==> config.mk <==
export PLATFORM = sky130hd
export DESIGN_NAME = wss_ctrl
export DESIGN_NICKNAME = d
export VERILOG_FILES = /design/src/hw/rtl/wss_pkg.sv /design/src/hw/rtl/wss_ctrl.sv
export SDC_FILE = /design/constraint.sdc
export NUM_CORES = 1
export LEC_CHECK = 0
export CAP_MARGIN = 15
export CELL_PAD_IN_SITES_DETAIL_PLACEMENT = 1
export CELL_PAD_IN_SITES_GLOBAL_PLACEMENT = 1
export CORE_MARGIN = 2
export CORE_UTILIZATION = 47
export CTS_BUF_LIST = sky130_fd_sc_hd__clkbuf_8
export DETAILED_ROUTE_END_ITERATION = 8
export DONT_BUFFER_PORTS = 1
export GPL_TIMING_DRIVEN = 0
export PLACE_DENSITY_LB_ADDON = 0.1
export SLEW_MARGIN = 20
export SYNTH_ARGS = -nofsm -noshare
export SYNTH_HDL_FRONTEND = slang
export SYNTH_SLANG_ARGS = --single-unit
==> constraint.sdc <==
create_clock -name i_clk -period 2.2 [get_ports i_clk]
set_input_delay 0.33 -clock i_clk [delete_from_list [all_inputs] [get_ports i_clk]]
set_output_delay 0.33 -clock i_clk [all_outputs]
set_load 0.02 [all_outputs]
==> src/hw/rtl/wss_pkg.sv <==
// Shared types, widths and codes of the windowed sample statistics block.
package wss_pkg;

    localparam int TIME_W     = 48;
    localparam int VALUE_W    = 24;
    localparam int CNT_W      = 32;
    localparam int PTS_W      = 17;
    localparam int ACC_W      = 41;
    localparam int SQ_W       = 64;
    localparam int PT_SQ_W    = 47;
    localparam int PROD_W     = 82;
    localparam int DVD_W      = 81;
    localparam int DIVR_W     = 32;
    localparam int REM_W      = 33;
    localparam int SQRT_IN_W  = 46;
    localparam int SREM_W     = 25;
    localparam int ROOT_W     = 23;
    localparam int ITER_W     = 7;

    localparam int S_TDATA_W  = 72;
    localparam int M_TDATA_W  = 128;
    localparam int CFG_IDX_W  = 2;
    localparam int CFG_DATA_W = 32;

    localparam logic [ITER_W-1:0] MUL_A_STEPS = ITER_W'(17);
    localparam logic [ITER_W-1:0] MUL_B_STEPS = ITER_W'(41);
    localparam logic [ITER_W-1:0] DIV_STEPS   = ITER_W'(81);
    localparam logic [ITER_W-1:0] SQRT_STEPS  = ITER_W'(23);

    typedef enum logic [CFG_IDX_W-1:0] {
        CFG_WINDOW_SIZE = 2'd0,
        CFG_WINDOW_MODE = 2'd1,
        CFG_STATISTIC   = 2'd2
    } t_cfg_reg;

    typedef enum logic {
        MODE_TIME  = 1'b0,
        MODE_COUNT = 1'b1
    } t_win_mode;

    typedef enum logic [1:0] {
        STAT_AVG    = 2'd0,
        STAT_MIN    = 2'd1,
        STAT_MAX    = 2'd2,
        STAT_STDDEV = 2'd3
    } t_stat_sel;

    typedef enum logic [3:0] {
        OP_NONE,
        OP_CALC_INIT,
        OP_MUL_STEP,
        OP_MULB_INIT,
        OP_SUB,
        OP_DIV_STEP,
        OP_DIV_FIN,
        OP_SQRT_STEP,
        OP_SQRT_FIN,
        OP_MOD_INIT
    } t_calc_op;

    typedef enum logic [4:0] {
        ST_IDLE,
        ST_EVAL,
        ST_LATE,
        ST_CALC,
        ST_MULA,
        ST_MULB_INIT,
        ST_MULB,
        ST_SUB,
        ST_DIV,
        ST_DIV_FIN,
        ST_SQRT,
        ST_SQRT_FIN,
        ST_LOAD,
        ST_MOD,
        ST_MOD_DIV,
        ST_APPLY,
        ST_CLEAR
    } t_state;

    typedef struct packed {
        logic     capture;
        logic     eval;
        logic     apply;
        logic     clear_cnt;
        logic     load_stat;
        logic     load_late;
        t_calc_op op;
    } t_dp_cmd;

    typedef struct packed {
        logic      mode_count;
        t_stat_sel stat;
        logic      late;
        logic      close_time;
        logic      has_samples;
        logic      realign;
        logic      cnt_close;
        logic      n_zero;
        logic      n_lt2;
        logic      sub_neg;
        logic      q_big;
        logic      iter_last;
        logic      out_free;
    } t_dp_status;

endpackage

==> src/hw/rtl/wss_ctrl.sv <==
// Controller state machine: sequences accumulation, window close and result hand-off.
module wss_ctrl (
    input  logic                i_clk,
    input  logic                i_rst_n,
    input  logic                i_s_tvalid,
    output logic                o_s_tready,
    input  wss_pkg::t_dp_status i_status,
    output wss_pkg::t_dp_cmd    o_cmd
);

    wss_pkg::t_state r_state;
    wss_pkg::t_state n_state;

    always_ff @(posedge i_clk) begin
        if (!i_rst_n) begin
            r_state <= wss_pkg::ST_IDLE;
        end else begin
            r_state <= n_state;
        end
    end

    always_comb begin
        n_state    = r_state;
        o_cmd      = '0;
        o_cmd.op   = wss_pkg::OP_NONE;
        o_s_tready = 1'b0;
        unique case (r_state)
            wss_pkg::ST_IDLE: begin
                o_s_tready = 1'b1;
                if (i_s_tvalid) begin
                    o_cmd.capture = 1'b1;
                    n_state       = wss_pkg::ST_EVAL;
                end
            end
            wss_pkg::ST_EVAL: begin
                o_cmd.eval = 1'b1;
                if (i_status.mode_count) begin
                    n_state = wss_pkg::ST_APPLY;
                end else if (i_status.late) begin
                    n_state = wss_pkg::ST_LATE;
                end else if (i_status.close_time) begin
                    if (i_status.has_samples) begin
                        n_state = wss_pkg::ST_CALC;
                    end else if (i_status.realign) begin
                        n_state = wss_pkg::ST_MOD;
                    end else begin
                        n_state = wss_pkg::ST_APPLY;
                    end
                end else begin
                    n_state = wss_pkg::ST_APPLY;
                end
            end
            wss_pkg::ST_LATE: begin
                if (i_status.out_free) begin
                    o_cmd.load_late = 1'b1;
                    n_state         = wss_pkg::ST_APPLY;
                end
            end
            wss_pkg::ST_CALC: begin
                o_cmd.op = wss_pkg::OP_CALC_INIT;
                unique case (i_status.stat) inside
                    wss_pkg::STAT_MIN, wss_pkg::STAT_MAX: n_state = wss_pkg::ST_LOAD;
                    wss_pkg::STAT_AVG:
                        n_state = i_status.n_zero ? wss_pkg::ST_LOAD : wss_pkg::ST_DIV;
                    default:
                        n_state = i_status.n_lt2 ? wss_pkg::ST_LOAD : wss_pkg::ST_MULA;
                endcase
            end
            wss_pkg::ST_MULA: begin
                o_cmd.op = wss_pkg::OP_MUL_STEP;
                if (i_status.iter_last) begin
                    n_state = wss_pkg::ST_MULB_INIT;
                end
            end
            wss_pkg::ST_MULB_INIT: begin
                o_cmd.op = wss_pkg::OP_MULB_INIT;
                n_state  = wss_pkg::ST_MULB;
            end
            wss_pkg::ST_MULB: begin
                o_cmd.op = wss_pkg::OP_MUL_STEP;
                if (i_status.iter_last) begin
                    n_state = wss_pkg::ST_SUB;
                end
            end
            wss_pkg::ST_SUB: begin
                o_cmd.op = wss_pkg::OP_SUB;
                n_state  = i_status.sub_neg ? wss_pkg::ST_LOAD : wss_pkg::ST_DIV;
            end
            wss_pkg::ST_DIV: begin
                o_cmd.op = wss_pkg::OP_DIV_STEP;
                if (i_status.iter_last) begin
                    n_state = wss_pkg::ST_DIV_FIN;
                end
            end
            wss_pkg::ST_DIV_FIN: begin
                o_cmd.op = wss_pkg::OP_DIV_FIN;
                if (i_status.stat == wss_pkg::STAT_AVG || i_status.q_big) begin
                    n_state = wss_pkg::ST_LOAD;
                end else begin
                    n_state = wss_pkg::ST_SQRT;
                end
            end
            wss_pkg::ST_SQRT: begin
                o_cmd.op = wss_pkg::OP_SQRT_STEP;
                if (i_status.iter_last) begin
                    n_state = wss_pkg::ST_SQRT_FIN;
                end
            end
            wss_pkg::ST_SQRT_FIN: begin
                o_cmd.op = wss_pkg::OP_SQRT_FIN;
                n_state  = wss_pkg::ST_LOAD;
            end
            wss_pkg::ST_LOAD: begin
                if (i_status.out_free) begin
                    o_cmd.load_stat = 1'b1;
                    if (i_status.mode_count) begin
                        n_state = wss_pkg::ST_CLEAR;
                    end else if (i_status.realign) begin
                        n_state = wss_pkg::ST_MOD;
                    end else begin
                        n_state = wss_pkg::ST_APPLY;
                    end
                end
            end
            wss_pkg::ST_MOD: begin
                o_cmd.op = wss_pkg::OP_MOD_INIT;
                n_state  = wss_pkg::ST_MOD_DIV;
            end
            wss_pkg::ST_MOD_DIV: begin
                o_cmd.op = wss_pkg::OP_DIV_STEP;
                if (i_status.iter_last) begin
                    n_state = wss_pkg::ST_APPLY;
                end
            end
            wss_pkg::ST_APPLY: begin
                o_cmd.apply = 1'b1;
                if (i_status.mode_count && i_status.cnt_close) begin
                    n_state = wss_pkg::ST_CALC;
                end else begin
                    n_state = wss_pkg::ST_IDLE;
                end
            end
            wss_pkg::ST_CLEAR: begin
                o_cmd.clear_cnt = 1'b1;
                n_state         = wss_pkg::ST_IDLE;
            end
            default: begin
                n_state = wss_pkg::ST_IDLE;
            end
        endcase
    end

endmodule

After elaboration in Yosys (flattened, before gate mapping)
Cells that the tools add are included.

Flip-flop bits (word level): 5. Logic and storage cells: 66. Output and inout port bits: 11. Input bits: 17.

Multiplexer cells: 31. Equal/unequal tests: 26. Reductions and logical operators: 8.

Operators with widths (count): 5-bit one-hot mux with 16 select lines (1); 5-bit two-way mux (11); 5-bit by 4-bit equality test with 1-bit output, second input constant (8); 4-bit one-hot mux with 9 select lines (1); 5-bit by 3-bit equality test with 1-bit output, second input constant (4); 2-bit != test, second input constant (8); 4-bit two-way mux (3); 5-bit by 2-bit equality test with 1-bit output, second input constant (2); 1-bit two-way mux (9); 3-bit two-way mux (3); 4-bit one-hot mux with 2 select lines (1); 8-bit AND reduction (1); 2-bit OR reduction (3); 5-bit by 1-bit equality test with 1-bit output, second input constant (1); 5-bit equality test, second input constant (1); 5-bit logical NOT (1); 2-bit two-way mux (2); 2-bit by 1-bit equality test with 1-bit output, second input constant (1); 2-bit equality test, second input constant (1); 2-bit logical NOT (1); 1-bit logical AND (1); 1-bit logical OR (1).

Longest topological paths before layout
Depth after elaboration: 6. Mapped depth: 7. Gate-level depth less buffers: 7.

Worst setup path before layout
No wires, ideal clock.

Path type: flip-flop to output port. From: register r_state[0]. To: output port o_cmd[1] (netlist bit). Cell stages (with the launch flop): 4. Data arrival time: 1.899 ns. Path buffers: 1. Slack: -0.029 ns. Cell sequence: dfxtp_1 buf_2 o21ai_1 a2111oi_0.

RTL lines: start: declaration (RTL line wss_ctrl.sv:11) `wss_pkg::t_state r_state;`; start signal: assignment (RTL line wss_ctrl.sv:16) `r_state <= wss_pkg::ST_IDLE;`; start signal: assignment (RTL line wss_ctrl.sv:18) `r_state <= n_state;`; end: declaration (RTL line wss_ctrl.sv:8) `output wss_pkg::t_dp_cmd o_cmd`.

==> reports/results.ini <==
[synthesis]
syn_nets = 123
yosys-top-cells-count = nor2_1 (14), nand2_1 (12), a21oi_1 (7), inv_1 (7)
yosys.area.top_type = dfxtp_1
synth_edf_count = 0
ys_types = 38
synth_warnings = 0
synthArstFlopShare = 0
ys_seq_area_frac = 0.1406
netlist.area_leader.share = 0.1406
synth_cells = 104
ys.flop_type = dfxtp_1
yosys-top-cells-area = dfxtp_1 (14%), nor2_1 (7.4%), nand2_1 (6.3%)
synth.most_common_cell = nor2_1
syn-mean-instance-area_um2 = 6.846
yosys_register_bits = 5
netlist_area_um2 = 711.9

[critical_path]
rrSetupSlack_ps = 410
reg2regPathDepth = 5
crit_fanout = 7
required_ps = 1870
cp_data_arrival_time_ps = 1740
rr_endpoint = r_state[2]$_SDFFE_PN0P_
critPathKind = flop to primary output
critical_path.startpoint_type = flop
crit_start = r_state[1]$_SDFFE_PN0P_
setup.worst_path.end_class = primary output
r2r_start = r_state[4]$_SDFFE_PN0P_

[floorplan]
die_h_um = 42.92
ios = 28
coreArea_um2 = 1454
rows = 14
initial_utilization = 0.4897
die_area_um2 = 1842
die_w_um = 42.92

[finish]
drive_above_1_share = 0.1667
top_register = r_state
top_regs = r_state: 5 flops
final_nets = 128
utilization = 0.5473
largest_reg_flops = 5
synthToLayoutAreaGrowth_pct = 11.77
antenna_cells = 0

[timing]
timing.fmax_mhz = 483.0
rsz0062_at_grt = false
setup_violations = 0
final.period_utilization = 0.9411
period_minus_slack_ps = 2071
fin_skew_ps = 2.401
final_max_slew_viol_count = 0
worstMarginPinSlew_ps = 744.7
finalHoldViolations = 0
max-slew-margin-rel = 0.5001
tns_ps = 0

[pwr]
peakVddDrop_mv = 1.016
sw_frac_of_total = 0.5463
p_comb_frac = 0.726
leakagePower_nw = 0.3137
clkPwrFrac = 0.124
p_int_mw = 0.5907
switchingPower_mw = 0.7111
power_density_nw_per_um2 = 1636
sequentialPowerShare = 0.150

[job]
max-cap-violations = 0

[routing]
drt_iter0_drc = 10
wirelength_um = 2098
vias = 793
drt_pass1_iterations = 5
avgRoutedWirePerCell_um = 16.92
route.detailed.drc = 0
ant_nets = 0
via_per_inst = 6.395

[global_routing]
grt_max_degree = 11
grtUsageMet3 = 0.07234
top_usage_layer = met2
grt_util_met1 = 0.3463
first_global_vias = 768
grt-ovfl-total = 0
grt_util_all_layers = 0.2487
grt_pass1_wl_um = 3512
grt_util_met2 = 0.4000
antenna_found_initial = 0

[clock_network]
htreeDepth = 1
insertion_delay_ps = 220
holdBufCountCts = 0
cts_buffer_depth = 2
clkSlewWorstSetupHoldPaths_ps = 40
cts_root_buf = clkbuf_8
tritoncts = built
numCtsBuffers = 3
numClockSinks = 5

[status]
outcome = complete, no violations

[worst_hold_path]
min-delay-start = i_rst_n
worstHoldPathCells = 2
hold_end = r_state[3]$_SDFFE_PN0P_
hp-class = input pin to flop

[placement]
gp_congestion = 0.8646
portBuffers = 0
dp_hpwl_um = 1606

-- layer usage --
layer / up-vias / part of all wire
li1: 387 / -
met1: 376 / 0.46
met2: 30 / 0.47
met3: 0 / 0.072
met4: 0 / 0
met5: - / 0
-- repair_timing --
item | 4_1_cts | 5_1_grt
setup buffers | 0 | 0
setup endpoints to repair | 1 | 1
gates resized for setup | 1 | 1
-- how the worst max path moves through the flow --
stage	slack, ps	depth (start not counted)	end
after floorplan	210	3	o_cmd[1]
after global placement	60	3	o_cmd[1]
after global routing	80	2	o_cmd[0]
after detailed placement	20	3	o_cmd[1]
after CTS	60	3	o_cmd[1]
final	130	2	o_cmd[0]
-- cells in the final DEF, fill, tap and decap left out, types with 2 or more instances in the layout --
cell type / synthesis / final
nor2_1: 14 / 14
nand2_1: 12 / 12
inv_1: 7 / 8
a21oi_1: 7 / 7
buf_2: 5 / 5
dfxtp_1: 5 / 5
nand3_1: 4 / 4
nor3_1: 4 / 4
o22ai_1: 4 / 4
nor4_1: 4 / 4
and3_1: 3 / 3
clkbuf_8: 0 / 3
nor3_2: 2 / 2
and2_1: 2 / 2
clkbuf_1: 2 / 2
o21ai_0: 2 / 2
o21ai_1: 2 / 2
a2111oi_4: 1 / 2
nor3b_1: 2 / 2
nand3b_1: 2 / 2
ha_1: 2 / 2
-- cells by family (layout without fill, tap and decap cells) --
family                     Yosys count  count (layout)  share of synthesized area
buffers and inverters               15              19                    0.08787
adders and majority gates            2               2                    0.03514
AOI/OAI and AO/OA                   25              25                     0.2865
DFF                                  5               5                     0.1406
and+or+nand+nor                     57              57                     0.4499
-- cell type report --
| class | instances | area [um^2] |
|---|---|---|
| plain buffers | 7 | 32.53 |
| clock buffers | 3 | 41.29 |
| clock inverters | 1 | 3.754 |
| fillers | 186 | 658.1 |
| inverters | 8 | 30.03 |
| multi-input cells | 84 | 568.0 |
| flip-flops and latches | 5 | 100.1 |
| well taps | 16 | 20.02 |
-- power groups by stage --
| stage | combinational [mW] | clock (mW) | sequential [mW] |
|---|---|---|---|
| detailed placement | 0.909 | 0 | 0.197 |
| global placement | 0.893 | 0 | 0.193 |
| CTS | 0.925 | 0.168 | 0.196 |
| global route | 1.04 | 0.177 | 0.205 |
| finish | 0.945 | 0.161 | 0.195 |
| floorplan | 0.759 | 0 | 0.176 |
-- metrics by stage --
stage / worst slack (ps) / total power [mW] / hold slack (ps) / instance area, um^2 / cells
after floorplan: 213.9 / 0.9347 / 488.7 / 713.2 / 104
after global placement: 56.14 / 1.086 / 499.5 / 733.2 / 120
after detailed placement: 15.91 / 1.107 / 505.1 / 733.2 / 120
after CTS: 55.65 / 1.289 / 272.4 / 783.3 / 124
after global routing: 79.00 / 1.426 / 290.3 / 795.8 / 124
final: 129.5 / 1.302 / 275.5 / 795.8 / 124
-- worst max-delay path, stage by stage, from the launching register on --
cell and delay, ps:
dfxtp_1 420, or3b_4 430, a311oi_1 660
Note: power is estimated with default switching activity, not from simulation.
